===== config.mk =====
export PLATFORM = sky130hd
export DESIGN_NAME = analog_mux_scan_sequencer
export DESIGN_NICKNAME = d
export VERILOG_FILES = /design/src/hw/rtl/amss_pkg.sv /design/src/hw/rtl/amss_step.sv /design/src/hw/rtl/amss_out_buf.sv /design/src/hw/rtl/analog_mux_scan_sequencer.sv
export SDC_FILE = /design/constraint.sdc
export NUM_CORES = 1
export LEC_CHECK = 0
export BUFFER_PORTS_ARGS = -buffer_cell sky130_fd_sc_hd__buf_2
export CAP_MARGIN = 20
export CORE_UTILIZATION = 35
export CTS_BUF_LIST = sky130_fd_sc_hd__clkbuf_4
export DETAILED_ROUTE_END_ITERATION = 8
export GPL_ROUTABILITY_DRIVEN = 0
export HOLD_SLACK_MARGIN = 0.08
export MAX_ROUTING_LAYER = met4
export PLACE_DENSITY = 0.55
export SYNTH_ARGS = -nofsm -noshare
export SYNTH_HDL_FRONTEND = slang
export SYNTH_SLANG_ARGS = --single-unit

===== constraint.sdc =====
create_clock -name clk_i -period 4.5 [get_ports clk_i]
set_input_delay 0 -clock clk_i [delete_from_list [all_inputs] [get_ports clk_i]]
set_output_delay 0 -clock clk_i [all_outputs]
set_load 0.01 [all_outputs]

===== src/hw/rtl/amss_pkg.sv =====
`default_nettype none

package amss_pkg;

  localparam int unsigned SampleW   = 12;
  localparam int unsigned GroupW    = 3;
  localparam int unsigned AddrW     = 3;
  localparam int unsigned SlotW     = 5;
  localparam int unsigned CountW    = 16;
  localparam logic [SlotW-1:0] SlotDummy = 5'd13;

  typedef struct packed {
    logic               mode;
    logic [SampleW-1:0] adc_sample;
    logic [2:0]         lines_at_addr0;
    logic [2:0]         lines_at_addr1;
  } in_item_t;

  typedef struct packed {
    logic               tick_accepted;
    logic               tick_rejected;
    logic [5:0]         encoder_bits;
    logic [AddrW-1:0]   mux_address;
    logic               start_conversion;
    logic [1:0]         conversion_channel;
    logic               write_valid;
    logic [SlotW-1:0]   write_slot;
    logic [SampleW-1:0] write_value;
    logic [CountW-1:0]  overrun_total;
  } out_item_t;

  typedef enum logic [4:0] {
    PH_SETTLE = 5'b00001,
    PH_CH1    = 5'b00010,
    PH_CH2    = 5'b00100,
    PH_CH0    = 5'b01000,
    PH_IDLE   = 5'b10000
  } phase_e;

  typedef enum logic [1:0] {
    CHAN_0 = 2'd0,
    CHAN_1 = 2'd1,
    CHAN_2 = 2'd2
  } chan_e;

  typedef struct packed {
    logic [AddrW-1:0] addr;
    logic [SlotW-1:0] slot_ch0;
    logic [SlotW-1:0] slot_ch1;
    logic [SlotW-1:0] slot_ch2;
  } group_row_t;

  function automatic group_row_t group_row(input logic [GroupW-1:0] idx);
    group_row_t row;
    case (idx)
      3'd0:    row = '{addr: 3'd2, slot_ch0: 5'd0,  slot_ch1: 5'd1,  slot_ch2: 5'd2};
      3'd1:    row = '{addr: 3'd3, slot_ch0: 5'd3,  slot_ch1: 5'd4,  slot_ch2: 5'd5};
      3'd2:    row = '{addr: 3'd4, slot_ch0: 5'd6,  slot_ch1: 5'd7,  slot_ch2: 5'd8};
      3'd3:    row = '{addr: 3'd5, slot_ch0: 5'd9,  slot_ch1: 5'd10, slot_ch2: 5'd11};
      3'd4:    row = '{addr: 3'd6, slot_ch0: 5'd12, slot_ch1: 5'd13, slot_ch2: 5'd13};
      3'd5:    row = '{addr: 3'd7, slot_ch0: 5'd14, slot_ch1: 5'd15, slot_ch2: 5'd16};
      default: row = '{addr: 3'd0, slot_ch0: SlotDummy, slot_ch1: SlotDummy,
                       slot_ch2: SlotDummy};
    endcase
    return row;
  endfunction

endpackage

`default_nettype wire


===== src/hw/rtl/amss_step.sv =====
`default_nettype none

module amss_step #(
  parameter int unsigned GROUP_COUNT = 6,
  parameter int unsigned SAMPLE_BITS = 12
) (
  input  wire logic                clk_i,
  input  wire logic                rst_ni,
  input  wire logic                adv_i,
  input  wire amss_pkg::in_item_t  item_i,
  output amss_pkg::out_item_t      res_o
);

  localparam logic [amss_pkg::SampleW-1:0] SampleMask =
      amss_pkg::SampleW'((32'd1 << SAMPLE_BITS) - 32'd1);
  localparam logic [amss_pkg::GroupW:0] GroupLast = (amss_pkg::GroupW+1)'(GROUP_COUNT);
  localparam logic [amss_pkg::GroupW:0] GroupOne  = (amss_pkg::GroupW+1)'(1);
  localparam logic [amss_pkg::CountW-1:0] CountOne = (amss_pkg::CountW)'(1);

  amss_pkg::phase_e                 phase_q, phase_d;
  logic [amss_pkg::GroupW-1:0]      group_q, group_d;
  logic [amss_pkg::AddrW-1:0]       addr_q, addr_d;
  logic [amss_pkg::CountW-1:0]      overrun_q, overrun_d;

  amss_pkg::group_row_t             row;
  logic [amss_pkg::GroupW:0]        group_inc;
  logic [amss_pkg::SampleW-1:0]     sample;
  logic                             busy;

  assign row       = amss_pkg::group_row(group_q);
  assign group_inc = {1'b0, group_q} + GroupOne;
  assign sample    = item_i.adc_sample & SampleMask;
  assign busy      = (phase_q == amss_pkg::PH_CH1) || (phase_q == amss_pkg::PH_CH2) ||
                     (phase_q == amss_pkg::PH_CH0);

  always_comb begin
    phase_d   = phase_q;
    group_d   = group_q;
    addr_d    = addr_q;
    overrun_d = overrun_q;
    res_o     = '0;

    if (!item_i.mode) begin
      if (busy) begin
        res_o.tick_rejected = 1'b1;
        if (overrun_q != '1) begin
          overrun_d = overrun_q + CountOne;
        end
      end else begin
        res_o.tick_accepted      = 1'b1;
        res_o.encoder_bits       = {item_i.lines_at_addr1, item_i.lines_at_addr0};
        group_d                  = (group_inc >= GroupLast) ? '0 : group_inc[amss_pkg::GroupW-1:0];
        addr_d                   = amss_pkg::group_row(group_d).addr;
        phase_d                  = amss_pkg::PH_SETTLE;
        res_o.start_conversion   = 1'b1;
        res_o.conversion_channel = amss_pkg::CHAN_0;
      end
    end else begin
      case (phase_q)
        amss_pkg::PH_SETTLE: begin
          // drop the settling sample
          phase_d                  = amss_pkg::PH_CH1;
          res_o.start_conversion   = 1'b1;
          res_o.conversion_channel = amss_pkg::CHAN_1;
        end
        amss_pkg::PH_CH1: begin
          res_o.write_valid        = 1'b1;
          res_o.write_slot         = row.slot_ch1;
          res_o.write_value        = sample;
          phase_d                  = amss_pkg::PH_CH2;
          res_o.start_conversion   = 1'b1;
          res_o.conversion_channel = amss_pkg::CHAN_2;
        end
        amss_pkg::PH_CH2: begin
          res_o.write_valid        = 1'b1;
          res_o.write_slot         = row.slot_ch2;
          res_o.write_value        = sample;
          phase_d                  = amss_pkg::PH_CH0;
          res_o.start_conversion   = 1'b1;
          res_o.conversion_channel = amss_pkg::CHAN_0;
        end
        amss_pkg::PH_CH0: begin
          res_o.write_valid = 1'b1;
          res_o.write_slot  = row.slot_ch0;
          res_o.write_value = sample;
          phase_d           = amss_pkg::PH_IDLE;
          addr_d            = '0;
        end
        default: begin
          phase_d = amss_pkg::PH_IDLE;
        end
      endcase
    end

    res_o.mux_address   = addr_d;
    res_o.overrun_total = overrun_d;
  end

  always_ff @(posedge clk_i or negedge rst_ni) begin
    if (!rst_ni) begin
      phase_q   <= amss_pkg::PH_IDLE;
      group_q   <= '0;
      addr_q    <= '0;
      overrun_q <= '0;
    end else if (adv_i) begin
      phase_q   <= phase_d;
      group_q   <= group_d;
      addr_q    <= addr_d;
      overrun_q <= overrun_d;
    end
  end

`ifndef SYNTHESIS
  a_group_in_range: assert property (@(posedge clk_i) disable iff (!rst_ni)
      {1'b0, group_q} < GroupLast)
    else $error("group index out of range");

  a_reject_counts: assert property (@(posedge clk_i) disable iff (!rst_ni)
      adv_i && !item_i.mode && busy |=> overrun_q != '0)
    else $error("rejected tick left overrun counter at zero");

  a_tick_restarts: assert property (@(posedge clk_i) disable iff (!rst_ni)
      adv_i && !item_i.mode && !busy |=> phase_q == amss_pkg::PH_SETTLE)
    else $error("accepted tick did not start settling conversion");
`endif

endmodule

`default_nettype wire


===== src/hw/rtl/amss_out_buf.sv =====
`default_nettype none

module amss_out_buf (
  input  wire logic                clk_i,
  input  wire logic                rst_ni,
  input  wire logic                push_i,
  input  wire amss_pkg::out_item_t data_i,
  output logic                     ready_o,
  output logic                     out_valid_o,
  input  wire logic                out_ready_i,
  output amss_pkg::out_item_t      out_data_o
);

  amss_pkg::out_item_t mem_q [2];
  logic                wr_ptr_q, rd_ptr_q;
  logic [1:0]          count_q;
  logic                pop;

  assign ready_o     = (count_q != 2'd2);
  assign out_valid_o = (count_q != 2'd0);
  assign out_data_o  = mem_q[rd_ptr_q];
  assign pop         = out_valid_o && out_ready_i;

  always_ff @(posedge clk_i) begin
    if (push_i) begin
      mem_q[wr_ptr_q] <= data_i;
    end
  end

  always_ff @(posedge clk_i or negedge rst_ni) begin
    if (!rst_ni) begin
      wr_ptr_q <= 1'b0;
      rd_ptr_q <= 1'b0;
      count_q  <= 2'd0;
    end else begin
      if (push_i) begin
        wr_ptr_q <= !wr_ptr_q;
      end
      if (pop) begin
        rd_ptr_q <= !rd_ptr_q;
      end
      case ({push_i, pop})
        2'b10:   count_q <= count_q + 2'd1;
        2'b01:   count_q <= count_q - 2'd1;
        default: count_q <= count_q;
      endcase
    end
  end

`ifndef SYNTHESIS
  a_no_overflow: assert property (@(posedge clk_i) disable iff (!rst_ni)
      push_i |-> ready_o)
    else $error("transfer pushed into full result buffer");

  a_ptr_gap: assert property (@(posedge clk_i) disable iff (!rst_ni)
      (count_q == 2'd1) |-> (wr_ptr_q != rd_ptr_q))
    else $error("result buffer pointers out of step with count");
`endif

endmodule

`default_nettype wire


===== src/hw/rtl/analog_mux_scan_sequencer.sv =====
// An input transfer is held in the input register, then the state update writes
// its result into a two-entry result buffer, from which it is transferred out.
// Throughput: one item per cycle; the result buffer keeps input open while one
// result waits, so a stalled output only blocks input once both entries fill.
// Reset (rst_ni low, asynchronous): phase idle, group 0, address 0, overrun
// count 0, input register and result buffer empty.
`default_nettype none

module analog_mux_scan_sequencer #(
  parameter int unsigned GROUP_COUNT = 6,
  parameter int unsigned SAMPLE_BITS = 12
) (
  input  wire logic                clk_i,
  input  wire logic                rst_ni,
  input  wire logic                in_valid_i,
  output logic                     in_ready_o,
  input  wire amss_pkg::in_item_t  in_data_i,
  output logic                     out_valid_o,
  input  wire logic                out_ready_i,
  output amss_pkg::out_item_t      out_data_o
);

  logic                 in_vld_q;
  amss_pkg::in_item_t   in_item_q;
  logic                 buf_ready;
  logic                 adv;
  amss_pkg::out_item_t  res;

  // advance the held item into the result buffer when there is room
  assign adv        = in_vld_q && buf_ready;
  assign in_ready_o = !in_vld_q || adv;

  always_ff @(posedge clk_i or negedge rst_ni) begin
    if (!rst_ni) begin
      in_vld_q <= 1'b0;
    end else if (in_ready_o) begin
      in_vld_q <= in_valid_i;
    end
  end

  always_ff @(posedge clk_i) begin
    if (in_valid_i && in_ready_o) begin
      in_item_q <= in_data_i;
    end
  end

  amss_step #(
    .GROUP_COUNT (GROUP_COUNT),
    .SAMPLE_BITS (SAMPLE_BITS)
  ) u_step (
    .clk_i  (clk_i),
    .rst_ni (rst_ni),
    .adv_i  (adv),
    .item_i (in_item_q),
    .res_o  (res)
  );

  amss_out_buf u_out_buf (
    .clk_i       (clk_i),
    .rst_ni      (rst_ni),
    .push_i      (adv),
    .data_i      (res),
    .ready_o     (buf_ready),
    .out_valid_o (out_valid_o),
    .out_ready_i (out_ready_i),
    .out_data_o  (out_data_o)
  );

endmodule

`default_nettype wire


# Word level (Yosys, flattened, before mapping)
# Memories as Yosys holds them, arrays and structs flattened.
# Index checks and enable logic that the tools add are counted.
# word_totals
register_bits	51
ramBits	96
input_bits	23
elab_cells	78
mem_count	1
# mem_list
memory	words	word_bits	read_ports	rd_ports_with_merged_regs	wr	line	source
u_out_buf.mem_q	2	48	1	0	1	amss_out_buf.sv:14	amss_pkg::out_item_t mem_q [2];
# classes
n_addsub	4
n_lt_le_gt_ge	1
n_eq_ne	19
n_mux	24
bitwise	2
reduce_logical	15
# op_table
cell	n
one-hot mux 18 bit (6 select lines)	1
one-hot mux 14 bit (6 select lines)	1
one-hot mux 18 bit (3 select lines)	1
2-to-1 mux 16 bit	3
2-to-1 mux 18 bit	1
2-to-1 mux 3 bit	6
adder 16 x 1 -> 16 bit (second input constant)	1
!= test 16 bit (second input constant)	1
one-hot mux 5 bit (3 select lines)	1
== test 3 x 2 -> 1 bit (second input constant)	4
== test 3 bit (second input constant)	4
2-to-1 mux 5 bit	2
one-hot mux 3 bit (3 select lines)	1
2-to-1 mux 8 bit	1
== test 3 x 1 -> 1 bit (second input constant)	2
zero test 3 bit	2
2-to-1 mux 6 bit	1
== test 5 x 1 -> 1 bit (second input constant)	1
== test 5 x 2 -> 1 bit (second input constant)	1
== test 5 x 3 -> 1 bit (second input constant)	1
== test 5 x 4 -> 1 bit (second input constant)	1
adder 3 x 1 -> 4 bit (second input constant)	1
greater-or-equal comparator 4 x 3 -> 1 bit (second input constant)	1
2-to-1 mux 1 bit	4
other kinds (13)	22

# Depth between registers and ports, before layout
# Gate-level depths: netlist of the first run.
# depth
word_depth	7
ltp_mapped	8

# Cells and area by module
# A second synthesis of the first run with hierarchy kept.
# unflattened
hier_cells	459
hier_area_um2	6666.4
# by_module_without_submodules
mod	n_inst	cells_per_inst	area_per_inst_um2	seq_area_each_um2
amss_out_buf	1	166	3704.8	2982.9
amss_step	1	269	2331.0	676.9
analog_mux_scan_sequencer	1	24	630.6	595.6

# Worst setup path before layout of the first run
# Ideal clock, no wire load.
# synth_path
path_type	reg-to-reg
from	register u_out_buf.count_q[0]
to	memory u_out_buf.mem_q[0][0] (netlist bit), enable pin
arrival_ps	3042
path_slack_ps	1004
path_stages_with_launch	6
path_buffers	1
synth_period_minus_slack_ps	3496
cell_sequence	dfrtp_1 -> nand2b_1 -> and2_1 -> inv_2 -> buf_1 -> nor2_1
# synth_via
elab_chain_cells	4
# synth_rtl
item	line	source
start: declaration	amss_out_buf.sv:16	logic [1:0] count_q;
start signal: assignment	amss_out_buf.sv:43	2'b10: count_q <= count_q + 2'd1;
start signal: assignment	amss_out_buf.sv:44	2'b01: count_q <= count_q - 2'd1;
start signal: assignment	amss_out_buf.sv:45	default: count_q <= count_q;
!= test 2 bit	amss_out_buf.sv:19	assign ready_o = (count_q != 2'd2);
logical AND 1 bit	analog_mux_scan_sequencer.sv:30	assign adv = in_vld_q && buf_ready;
2-to-1 mux 1 bit	amss_out_buf.sv:25	if (push_i) begin
2-to-1 mux 1 bit (not written as such)	amss_out_buf.sv:26	mem_q[wr_ptr_q] <= data_i;
end: declaration	amss_out_buf.sv:14	
# No other way between the ends.

# Worst setup path after layout of the first run
# layout_path
from	register u_out_buf.count_q[0]
to	memory u_out_buf.mem_q[0][11] (netlist bit), enable pin
# The elaborated chain is that of the path after synthesis.

==> flow_metrics.tcl, run 1 <==
set metrics [dict create \
    synth_edf_count 115 \
    path_cells "nand2b_1 -> and2_1 -> inv_2 -> nor2_4 -> buf_4" \
    clock_path_buffers 2 \
    portBuffers 72 \
    slew_headroom 0.356 \
    antenna_found_initial 1 \
    slowest_stage "buf_4" \
    fin_util 0.425 \
    root_buffer "clkbuf_4" \
    avgSynthCellArea_um2 14.5 \
    synth_area_um2 6510 \
    htreeDepth 4 \
    hold_viol 0 \
    synth_flop_cell "edfxtp_1" \
    cap_violations 0 \
    via_per_inst 4.96 \
    yosysSeqAreaShare 0.653 \
    wl_per_cell_um 15.5 \
    grt_max_degree 42 \
    overflow 0 \
    setup_viol 0 \
    crit_required_ns 4.69 \
    violations "DRC" \
    end_kind "register" \
    grt_pass1_wl_um 20100 \
    max_freq_mhz 390 \
    layout-drive-gt1-share 0.325 \
    worst_slack_ns 1.94 \
    tns_ns 0 \
    grt_pass1_vias 3909 \
    hpwl_um 7920 \
    remaining_drc_errors 14 \
    io_pins 73 \
    rsz0062_at_grt "false" \
    ant_nets 0 \
    post-place-cells 734 \
    first_iter_violations 303 \
    post_dp_cell_area_um2 7120 \
    ys_types 58 \
    place_ws_ns 1.92 \
    max_stage_delay_ns 0.56 \
    synth_seq_cells 147 \
    final_cell_mix "edfxtp_1, buf_2, mux2_2" \
    die_y_um 138 \
    holdBufCountCts 25 \
    final_cell_area_um2 7690 \
    synthCells 448 \
    critPathMaxFanout 41 \
    min_period_ns 2.56 \
    cts_buffers 17 \
    final_cells 793 \
    seqCellArea_um2 4260 \
    fin_worst_skew_ns 0.0227 \
    peakVddDrop_uv 239 \
    hold_path_class "in2reg" \
    die-width_um 138 \
    crit_arrival_ns 2.75 \
    cts_tree "built" \
    die_area_um2 19200 \
    cts.sinks 147 \
    final_common_cell "edfxtp_1" \
    fill_cells 1669 \
    placementRows 49 \
    p_per_area_nw_per_um2 600 \
    fin_crit_sh 0.569 \
    route.vias.total 3932 \
    async_flop_share 0.218 \
    start_util 0.360 \
    yosysWarningCount 0 \
    p_leak_nw 3.02 \
    area_growth_pct 18.1 \
    grt_use_total 0.141 \
    fin_nets 582 \
    worstSetupPathType "reg2reg" \
    ctsResizeCount 0 \
    multi_input_area_um2 2120 \
    core-area_um2 18100 \
    clock_latency_ns 0.56 \
    maxSlewViolCount 0 \
    status "complete, but fails checks" \
    crit_path_start_kind "register" \
    postCtsSetupBuffers 0 \
    worst_pin_slew_ns 0.966 \
    clkTransAtPathRegs_ns 0.14 \
    synth_fp_nets 480 \
    wirelength_um 12300 \
    dr.pass1.iters 9 \
]
==> worst max-delay path, delay by kind of cell, from the launching register on <==
| kind | cells | cell delay [ns] |
|---|---|---|
| DFF | 1 | 0.45 |
| buffers and inverters | 2 | 0.87 |
| and+or+nand+nor | 3 | 0.86 |
==> synthesized netlist by cell type (3+ instances only) <==
cell type,count,area share
nand4_1,9,0.0086
a31oi_1,5,0.0048
xnor2_1,6,0.0081
mux2i_1,3,0.0046
buf_4,3,0.0035
edfxtp_1,115,0.53
nor4_2,5,0.0096
xor2_1,23,0.031
nand2_1,18,0.010
and2_1,24,0.023
buf_2,5,0.0038
dfrtp_1,31,0.12
buf_1,6,0.0035
a21oi_1,4,0.0031
and4_1,4,0.0054
nor4_1,4,0.0038
nor4b_1,3,0.0040
nand3_1,8,0.0061
o21ai_0,11,0.0085
clkbuf_1,4,0.0023
mux2_2,56,0.097
inv_1,11,0.0063
nor3_1,16,0.012
nor2_1,14,0.0081
ha_1,9,0.017
nand2b_1,6,0.0058
a32o_1,3,0.0046
and3_1,4,0.0038
==> state kept, by name, indices dropped and copies added (netlist names) <==
| register | flops |
|---|---|
| in_vld_q | 1 |
| u_out_buf.wr_ptr_q | 1 |
| u_out_buf.rd_ptr_q | 1 |
| u_step.overrun_q | 16 |
| u_step.addr_q | 3 |
| u_out_buf.count_q | 2 |
| u_out_buf.mem_q | 96 |
| u_step.phase_q | 5 |
| in_item_q | 19 |
| u_step.group_q | 3 |
==> final cells by class <==
type | count | area share
clock buffer | 17 | 0.0166
antenna | 1 | 0.000325
sequential | 147 | 0.554
clock inverter | 15 | 0.0220
inverter | 12 | 0.00586
multi-input combinational | 268 | 0.276
timing repair buffer | 104 | 0.0884
tap | 229 | 0.0373
==> cell families after synthesis <==
family	synth area share
flops	0.653
mux	0.101
buf+inv	0.0242
fa+ha+maj	0.0173
simple gates	0.120
xor+xnor	0.0390
compound gates	0.0450
==> per-layer routing <==
layer | share of wire | GRT usage
met1 | 0.47 | 0.172
met4 | 0.019 | 0.0568
met5 | 0 | -
met3 | 0.034 | 0.0426
met2 | 0.48 | 0.218
==> per-stage QoR <==
stage,hold slack [ns],total power (W)
after floorplan,-0.296,0.00325
after global placement,0.114,0.00376
after detailed placement,0.124,0.00380
after CTS,0.0816,0.00469
after global routing,0.0832,0.00492
final,0.147,0.00461
==> final timing paths <==
kind	from	to	slack, ns	cells past startpoint
max	u_out_buf.count_q[0]	u_out_buf.mem_q[0][11]	1.94	5
min	in_data_i[2]	in_item_q[2]	0.15	2
max reg2reg	u_out_buf.count_q[0]	u_out_buf.mem_q[0][11]	1.94	5
min reg2reg	u_step.addr_q[1]	u_step.addr_q[1]	0.51	1
max in group asynchronous	rst_ni	u_step.overrun_q[8]	3.78	4
min in group asynchronous	rst_ni	u_step.phase_q[4]	0.53	3
==> where the power goes <==
part           internal, W  leakage [nW]  switching (W)
logic             0.000688          1.34       0.000908
clock network     0.000347         0.160       0.000514
registers          0.00195          1.52       0.000203
total              0.00299          3.02        0.00162
(Power assumes the default switching activity.)
==> run 2, diff against run 1 <==
Settings changed: ABC_AREA set to 1, PLACE_DENSITY 0.55 to 0.57.
Clock period 4.5 ns to 2.1 ns, I/O delays scaled along.
==> run 2 against run 1 <==
Largest cell class unchanged; synthesized cell count is 49% higher; utilization is 0.71 points higher; the flow still finishes with violations (DRC); total power is 120% higher; highest routed layer unchanged.
==> flow_metrics.tcl, run 2 <==
set metrics [dict create \
    path_buf_inv 0 \
    remaining_drc_errors 16 \
    min_period_ns 1.93 \
    reg2reg_from "u_step.overrun_q[0]" \
    critPathMaxFanout 15 \
    synth_seq_cells 147 \
    avgSynthCellArea_um2 9.77 \
    final_cell_mix "nand2_1, edfxtp_1, buf_2" \
    ant_nets 0 \
    tns_ns 0 \
    grt_pass1_vias 4552 \
    synth_fp_nets 699 \
    die-width_um 138 \
    post_dp_cell_area_um2 7310 \
    yosysSeqAreaShare 0.653 \
    max_freq_mhz 518 \
    path_cells "ha_1 -> nand3_1 -> nor2_4 -> nand2_2 -> nor2_4 -> nor2_4 -> nand4_1 -> and2_1" \
    synthTopCellsByArea "edfxtp_1, nand2_1, dfrtp_1, inv_1, nor2_1" \
    slowest_stage "dfrtp_1" \
    die_y_um 138 \
    root_buffer "clkbuf_4" \
    core-area_um2 18100 \
    violations "DRC" \
    die_area_um2 19200 \
    r2r_setup_slack_ns 0.17 \
    layout-drive-gt1-share 0.175 \
    fin_worst_skew_ns 0.0237 \
    start_util 0.360 \
    hold_viol 0 \
    grt_max_degree 49 \
    worst_slack_ns 0.170 \
    cap_violations 0 \
    setup_viol 0 \
    clock_path_buffers 2 \
    path_common_cell "nor2_4" \
    max_stage_delay_ns 0.44 \
    slew_headroom 0.593 \
    min_to "in_item_q[5]" \
    status "complete, but fails checks" \
    wirelength_um 14200 \
    worstSetupPathType "reg2reg" \
    antenna_found_initial 1 \
    worst_pin_slew_ns 0.610 \
    critPathTopFamily "simple AND/OR/NAND/NOR gates" \
    fin_crit_sh 0.919 \
    holdWs_ns 0.149 \
    wl_per_cell_um 13.8 \
    grt_use_total 0.164 \
    cts_tree "built" \
    via_per_inst 4.60 \
    hp-start "in_data_i[5]" \
    dr.pass1.iters 7 \
    crit_path_start_kind "register" \
    cts.sinks 147 \
    final_cell_area_um2 7820 \
    p_leak_nw 3.61 \
    clock_latency_ns 0.55 \
    area_growth_pct 19.9 \
    placementRows 49 \
    min_path_cells 2 \
    top_register "u_out_buf.mem_q" \
    rsz0062_at_grt "false" \
    reg2reg_to "u_out_buf.mem_q[0][10]" \
    clkTransAtPathRegs_ns 0.14 \
    overflow 0 \
    largest_reg_flops 96 \
    cts_buffers 17 \
    yosysWarningCount 0 \
    yosys-top-cells-count "nand2_1, edfxtp_1, inv_1, nor2_1, nand3_1" \
    yosysMostFrequentCell "nand2_1" \
    io_pins 73 \
    hpwl_um 9390 \
    synth_area_um2 6520 \
    postCtsSetupBuffers 0 \
    end_kind "register" \
    yosysTopAreaCellShare 0.530 \
    synthCells 667 \
    synth_flop_cell "edfxtp_1" \
    peakVddDrop_uv 735 \
    yosys.area.top_type "edfxtp_1" \
    async_flop_share 0.218 \
    htreeDepth 4 \
    final_common_cell "nand2_1" \
    first_iter_violations 461 \
    ys_types 30 \
    portBuffers 72 \
    hold_path_class "in2reg" \
    crit_required_ns 2.41 \
    synth_edf_count 115 \
    maxSlewViolCount 0 \
    fin_nets 820 \
    grt_pass1_wl_um 23500 \
    reg_top3 "u_out_buf.mem_q x96, in_item_q x19, u_step.overrun_q x16" \
    crit_arrival_ns 2.24 \
    p_per_area_nw_per_um2 1270 \
    worstRegToRegCells 8 \
    place_ws_ns 0.141 \
    route.vias.total 4738 \
]
[run 2: cell count changes after synthesis, moves of 6 or more]
cell / before / now
o21ai_0: 11 / 22
nand2b_1: 6 / 0
and2_1: 24 / 8
nand3_1: 8 / 33
inv_1: 11 / 63
nor3_1: 16 / 3
xor2_1: 23 / 3
mux2_2: 56 / 0
nor2_1: 14 / 51
clkbuf_1: 4 / 13
nand2_1: 18 / 269
[run 2: timing repair]
action	in CTS	in global routing
endpoints found under the hold margin	74	0
hold buffers	24	0
endpoints found under the setup margin	0	4
resized for setup	0	3
[run 2: where the power goes]
group | internal (W) | switching (W) | total, W
Combinational | 0.00128 | 0.00256 | 0.00384
Sequential | 0.00420 | 0.000265 | 0.00446
Clock | 0.000598 | 0.00106 | 0.00166
Total | 0.00607 | 0.00389 | 0.00996
[run 2: kinds of logic (layout without fill, tap and decap cells)]
group / count (synthesis) / count (layout) / share of synthesized area
AOI/OAI and AO/OA: 38 / 38 / 0.0303
xor gates and xnor gates: 4 / 4 / 0.00538
adders and majority gates: 9 / 9 / 0.0173
buffers and inverters: 84 / 218 / 0.0503
DFF: 147 / 147 / 0.653
other: 0 / 1 / 0
and+or+nand+nor: 385 / 385 / 0.244
[run 2: how the worst max path moves through the flow]
stage	from	to	slack (ns)	cells past startpoint
2_1_floorplan	u_out_buf.count_q[1]	u_out_buf.mem_q[0][0]	0.08	4
3_3_place_gp	u_step.overrun_q[0]	u_out_buf.mem_q[0][10]	0.20	8
3_5_place_dp	u_step.overrun_q[0]	u_out_buf.mem_q[1][10]	0.14	8
4_1_cts	rst_ni	u_step.addr_q[2]	0.12	4
5_1_grt	u_step.phase_q[3]	u_out_buf.mem_q[1][10]	0.01	7
6_report	u_step.overrun_q[0]	u_out_buf.mem_q[0][10]	0.17	8
[run 2: metrics by stage]
stage          total power [W]  utilization  instances
6_report               0.00996        0.432       1031
5_1_grt                 0.0107        0.432       1031
4_1_cts                 0.0101        0.432       1030
3_5_place_dp           0.00841        0.404        974
3_3_place_gp           0.00839        0.404        974
2_1_floorplan          0.00681            -        667
[run 2: area by class of cell]
class | instances | area (um2)
inverters | 64 | 240
repair buffers | 122 | 823
clock inverters | 15 | 131
clock buffers | 17 | 128
flip-flops and latches | 147 | 4260
multi-input cells | 436 | 1950
diodes | 1 | 2.50
well taps | 229 | 287
fillers | 1763 | 10300
[run 2: per-layer routing]
metal	vias up	track usage	share of wire	wire length, um
met5	-	-	0	0
met4	0	0.0574	0.014	202
met3	14	0.0409	0.046	657
met2	106	0.253	0.47	6660
met1	2205	0.211	0.47	6720
li1	2413	-	-	-
